==> src/design/assert_macros.svh <==
// assertion helpers, compiled out for synthesis
`ifndef ASSERT_MACROS_SVH
`define ASSERT_MACROS_SVH
`ifndef SYNTHESIS
`define PIT_ASSERT_IMP(label, clk, rst_n, ante, cons) \
    label: assert property (@(posedge clk) disable iff (!rst_n) (ante) |-> (cons)) \
        else $error("assertion failed: same-cycle check");
`define PIT_ASSERT_NEXT(label, clk, rst_n, ante, cons) \
    label: assert property (@(posedge clk) disable iff (!rst_n) (ante) |=> (cons)) \
        else $error("assertion failed: next-cycle check");
`else
`define PIT_ASSERT_IMP(label, clk, rst_n, ante, cons)
`define PIT_ASSERT_NEXT(label, clk, rst_n, ante, cons)
`endif
`endif

==> src/design/pit_pkg.sv <==
`timescale 1ns / 1ps
package pit_pkg;

    localparam int OUT_W     = 18;
    localparam int OUT_MAX   = 131071;
    localparam int OUT_MIN   = -131072;
    localparam int CFG_IDX_W = 3;

    localparam logic [CFG_IDX_W-1:0] REG_A_X = 3'd0;
    localparam logic [CFG_IDX_W-1:0] REG_A_Y = 3'd1;
    localparam logic [CFG_IDX_W-1:0] REG_B_X = 3'd2;
    localparam logic [CFG_IDX_W-1:0] REG_B_Y = 3'd3;
    localparam logic [CFG_IDX_W-1:0] REG_C_X = 3'd4;
    localparam logic [CFG_IDX_W-1:0] REG_C_Y = 3'd5;

    typedef struct packed {
        logic degen;
        logic in_tri;
        logic sat_b;
        logic sat_c;
        logic neg_b;
        logic neg_c;
    } pit_flags_t;

endpackage

==> src/design/pit_cell.sv <==
`timescale 1ns / 1ps
module pit_cell #(
    parameter int PW = 35,
    parameter int VW = 18
) (
    input  logic                clk,
    input  logic                rst_n,
    input  logic                in_valid,
    output logic                in_ready,
    input  logic [PW-1:0]       d_in,
    input  logic [PW:0]         rb_in,
    input  logic [PW:0]         rc_in,
    input  logic [VW-1:0]       qb_in,
    input  logic [VW-1:0]       qc_in,
    input  logic [1:0]          fb_in,
    input  logic [1:0]          fc_in,
    input  pit_pkg::pit_flags_t flags_in,
    output logic                out_valid,
    input  logic                out_ready,
    output logic [PW-1:0]       d_out,
    output logic [PW:0]         rb_out,
    output logic [PW:0]         rc_out,
    output logic [VW-1:0]       qb_out,
    output logic [VW-1:0]       qc_out,
    output logic [1:0]          fb_out,
    output logic [1:0]          fc_out,
    output pit_pkg::pit_flags_t flags_out
);
    import pit_pkg::*;

    logic            en;
    logic            v_reg;
    logic [PW-1:0]   d_reg;
    logic [PW:0]     rb_reg, rc_reg, rb_next, rc_next, tb, tc;
    logic [VW-1:0]   qb_reg, qc_reg;
    logic [1:0]      fb_reg, fc_reg;
    logic            geb, gec;
    pit_flags_t      flags_reg;

    assign en       = !v_reg || out_ready;
    assign in_ready = en;

    // one restoring step per lane: shift in the next numerator bit, try subtract
    assign tb  = {rb_in[PW-1:0], fb_in[1]};
    assign tc  = {rc_in[PW-1:0], fc_in[1]};
    assign geb = tb >= {1'b0, d_in};
    assign gec = tc >= {1'b0, d_in};
    assign rb_next = geb ? tb - {1'b0, d_in} : tb;
    assign rc_next = gec ? tc - {1'b0, d_in} : tc;

    always_ff @(posedge clk or negedge rst_n)
    begin
        if (!rst_n)
            v_reg <= 1'b0;
        else if (en)
            v_reg <= in_valid;
    end

    always_ff @(posedge clk)
    begin
        if (en)
        begin
            d_reg     <= d_in;
            rb_reg    <= rb_next;
            rc_reg    <= rc_next;
            qb_reg    <= {qb_in[VW-2:0], geb};
            qc_reg    <= {qc_in[VW-2:0], gec};
            fb_reg    <= {fb_in[0], 1'b0};
            fc_reg    <= {fc_in[0], 1'b0};
            flags_reg <= flags_in;
        end
    end

    assign out_valid = v_reg;
    assign d_out     = d_reg;
    assign rb_out    = rb_reg;
    assign rc_out    = rc_reg;
    assign qb_out    = qb_reg;
    assign qc_out    = qc_reg;
    assign fb_out    = fb_reg;
    assign fc_out    = fc_reg;
    assign flags_out = flags_reg;

endmodule

==> config.mk <==
export PLATFORM = sky130hd
export DESIGN_NAME = pit_cell
export DESIGN_NICKNAME = d
export VERILOG_FILES = /design/src/design/assert_macros.svh /design/src/design/pit_pkg.sv /design/src/design/pit_cell.sv
export SDC_FILE = /design/constraint.sdc
export NUM_CORES = 1
export LEC_CHECK = 0
export CORE_MARGIN = 10
export CORE_UTILIZATION = 58
export DETAILED_ROUTE_END_ITERATION = 8
export DONT_BUFFER_PORTS = 1
export PLACE_DENSITY = 0.77
export SLEW_MARGIN = 20
export SYNTH_ARGS = -nofsm -noshare
export SYNTH_HDL_FRONTEND = slang
export SYNTH_SLANG_ARGS = --single-unit
==> constraint.sdc <==
create_clock -name clk -period 6.55 [get_ports clk]
set_input_delay 1.31 -clock clk [delete_from_list [all_inputs] [get_ports clk]]
set_output_delay 1.31 -clock clk [all_outputs]
set_load 0.05 [all_outputs]
==> flow_metrics.py <==
metrics = {
    "critical_path": {
        "worstPathRequired_ps": 6720,
        "r2r_start": "out_valid$_DFFE_PN0P_",
        "crit_family": "simple AND/OR/NAND/NOR gates",
        "startpoint": "fb_in[1]",
        "crit_chain": "inv_1 -> ha_1 -> fa_1 -> nor2b_1 -> o31ai_2 -> a211oi_1 -> or4b_4 -> a31oi_4 -> nor4b_1 -> or2_2 -> buf_4 -> mux2_4",
        "cp.depth": 12,
        "worstPathMaxFanout": 38,
        "critical_path_class": "in2reg",
        "worst_setup_path_start_kind": "input port",
        "r2r_cells": 3,
        "crit_path_end_kind": "flop",
        "slowest_delay_ps": 760,
        "cpMaxStageDelayCell": "or2_2",
        "crit_arrival_ps": 4830,
        "worst-path-buf-inv": 2,
    },
    "floorplan": {
        "io_pins": 312,
        "start_util_pct": 59.5,
        "fp-row-count": 46,
        "die_h_um": 148,
        "core_mm2": 0.0160,
        "dieArea_mm2": 0.0219,
        "die_w_um": 148,
    },
    "clocking": {
        "clkTransAtPathRegs_ps": 60,
        "htreeDepth": 4,
        "insertion_delay_ps": 420,
        "cts_setup_buffers": 0,
        "hold_buffers": 0,
        "clockRootBuffer": "clkbuf_16",
        "ctsResizeCount": 0,
        "cts_buffers": 17,
        "cts_tree": "done",
        "clock_sink_count": 152,
        "clock_path_buffers": 2,
    },
    "yosys": {
        "ys.flop_type": "edfxtp_1",
        "synth_seq_cells": 152,
        "synth_area_leaders": "edfxtp_1, ha_1, a21oi_1",
        "yosysTopAreaCell": "edfxtp_1",
        "syn_area_mm2": 0.00952,
        "syn-instance-count": 898,
        "avgSynthCellArea_um2": 10.6,
        "synth_edf_count": 151,
        "synth_top_area_share_pct": 47.6,
        "ys_seq_area_share_pct": 47.9,
        "ys_types": 70,
        "synth_warnings": 0,
        "async_reset_ff_share_pct": 0.658,
    },
    "cells_and_area": {
        "area_delta_synth_final_pct": 7.70,
        "fin_cells": 1120,
        "fill_cells": 1290,
        "ff_latch_area_mm2": 0.00456,
        "n_antenna_cell": 0,
        "drive_gt1_share_pct": 8.63,
        "nNetsFinal": 1120,
        "multi_input_area_mm2": 0.00459,
    },
    "timing": {
        "finalCritPeriodShare_pct": 71.1,
        "clock_skew_ps": 9.09,
        "slew_viol_final": 0,
        "worst_pin_slew_ps": 826,
        "slew_headroom_pct": 44.9,
        "setup_viol": 0,
        "rsz0062_at_grt": "no",
        "fmax_ghz": 0.215,
        "hold_viol_final": 0,
        "period_minus_slack_ps": 4660,
        "finalSetupTns_ps": 0,
    },
    "hold_path": {
        "hold_path.class": "in2async",
    },
    "placement": {
        "dp_hpwl_um": 21800,
        "port_buffers": 0,
        "place_congestion": 0.907,
        "dpl.cell_count": 1088,
    },
    "grt": {
        "track_usage_pct": 23.7,
        "grt_pass1_vias": 6739,
        "grt_max_degree": 59,
        "antenna_found_initial": 0,
        "grt_pass1_wl_um": 39900,
        "grt.overflow.total": 0,
    },
    "pwr": {
        "power.density_mw_per_mm2": 316,
        "p_leak_nw": 4.11,
        "vdd_drop_max_mv": 0.188,
    },
    "detailed_routing": {
        "drcViolationCount": 0,
        "wl_per_cell_um": 23.9,
        "met3_length_um": 2650,
        "top_layer": "met4",
        "totalWireLength_um": 26800,
        "wl_met1_um": 10300,
        "viasPerCell": 6.16,
        "drt_first_pass_iters": 5,
        "via_count": 6902,
        "dr_wl_met2_um": 13200,
        "drt_iter0_markers": 610,
        "detail-route-antenna-nets": 0,
    },
    "status": {
        "status": "finished clean",
    },
    "flow_run": {
        "drv_cap": 0,
    },
}
## power breakdown
part	leakage [nW]	internal, mW	switching (mW)
registers	1.52	1.24	0.472
logic	2.32	0.245	0.340
clock network	0.268	0.533	0.411
total	4.11	2.01	1.22
## logic make-up after synthesis
kind of cell	after synthesis	share of synthesized area, %
mux	27	3.64
compound gates	267	17.8
simple gates	231	11.4
other cells	1	0.0394
xor+xnor	60	5.52
flops	152	47.9
buf+inv	88	4.09
fa+ha+maj	72	9.62
## cell type report
class	instances	share of cell area, %
well taps	216	2.64
clock buffers	18	4.18
flip-flops and latches	152	44.5
multi-input cells	659	44.8
clock inverters	14	1.37
inverters	55	2.01
repair buffers	6	0.561
## synth_stat cells (all sizes together) (4+ instances only)
cell / number
nand4: 15
xnor2: 36
o21a: 15
and3: 6
nor2: 92
inv: 55
a21o: 27
o2111ai: 4
nor3: 7
nand2: 51
clkbuf: 20
mux2: 25
ha: 70
xor2: 24
edfxtp: 151
a21oi: 106
o21bai: 11
nand2b: 6
nand3: 14
nor2b: 15
a211oi: 8
a211o: 4
o21ai: 46
a31oi: 14
nor4: 5
buf: 13
## metrics by stage
| stage | utilization [%] | hold WS (ps) | area [um^2] | setup slack, ps | power (mW) |
|---|---|---|---|---|---|
| floorplan | - | 1010 | 9530 | 1810 | 2.16 |
| global placement | 60.5 | 1010 | 9690 | 1550 | 2.30 |
| detailed placement | 60.5 | 1010 | 9690 | 1510 | 2.31 |
| CTS | 64.1 | 565 | 10300 | 1970 | 3.25 |
| global route | 64.1 | 562 | 10300 | 1730 | 3.36 |
| finish | 64.1 | 583 | 10300 | 1890 | 3.24 |
## per-layer routing
| layer | track usage, % | vias to the layer above |
|---|---|---|
| met4 | 8.57 | 0 |
| li1 | - | 3325 |
| met3 | 8.83 | 42 |
| met5 | 0 | - |
| met1 | 26.6 | 3229 |
| met2 | 40.4 | 306 |
## worst paths after layout
kind | slack (ps) | endpoint
setup reg to reg | 3890 | rc_out[21]$_DFFE_PP_
hold / removal | 580 | out_valid$_DFFE_PN0P_
hold reg to reg | 1580 | qc_out[0]$_DFFE_PP_
min in group clk | 980 | d_out[31]$_DFFE_PP_
setup / recovery | 1890 | rb_out[3]$_DFFE_PP_
max in group asynchronous | 5900 | out_valid$_DFFE_PN0P_
## cells in the final DEF (no fill, tap or decap), types with 24 or more instances in the layout
cell type,instances
xor2_1,24
ha_1,70
a21o_1,27
xnor2_1,36
inv_1,55
o21ai_0,41
nor2_1,92
edfxtp_1,151
nand2_1,51
a21oi_1,106
## state kept, by name, summed over array words and instances (netlist names)
signal and cells:
rb_out 36, rc_out 36, d_out 35, qb_out 18, qc_out 18, flags_out 6, fb_out 1, fc_out 1
out_valid 1
## worst reg2reg max path, stage by stage (launching register included)
cell and delay [ps]:
dfrtp_1 590, nand2b_4 350, buf_4 630, buf_4 690
Note: power is estimated with default switching activity, not from simulation.
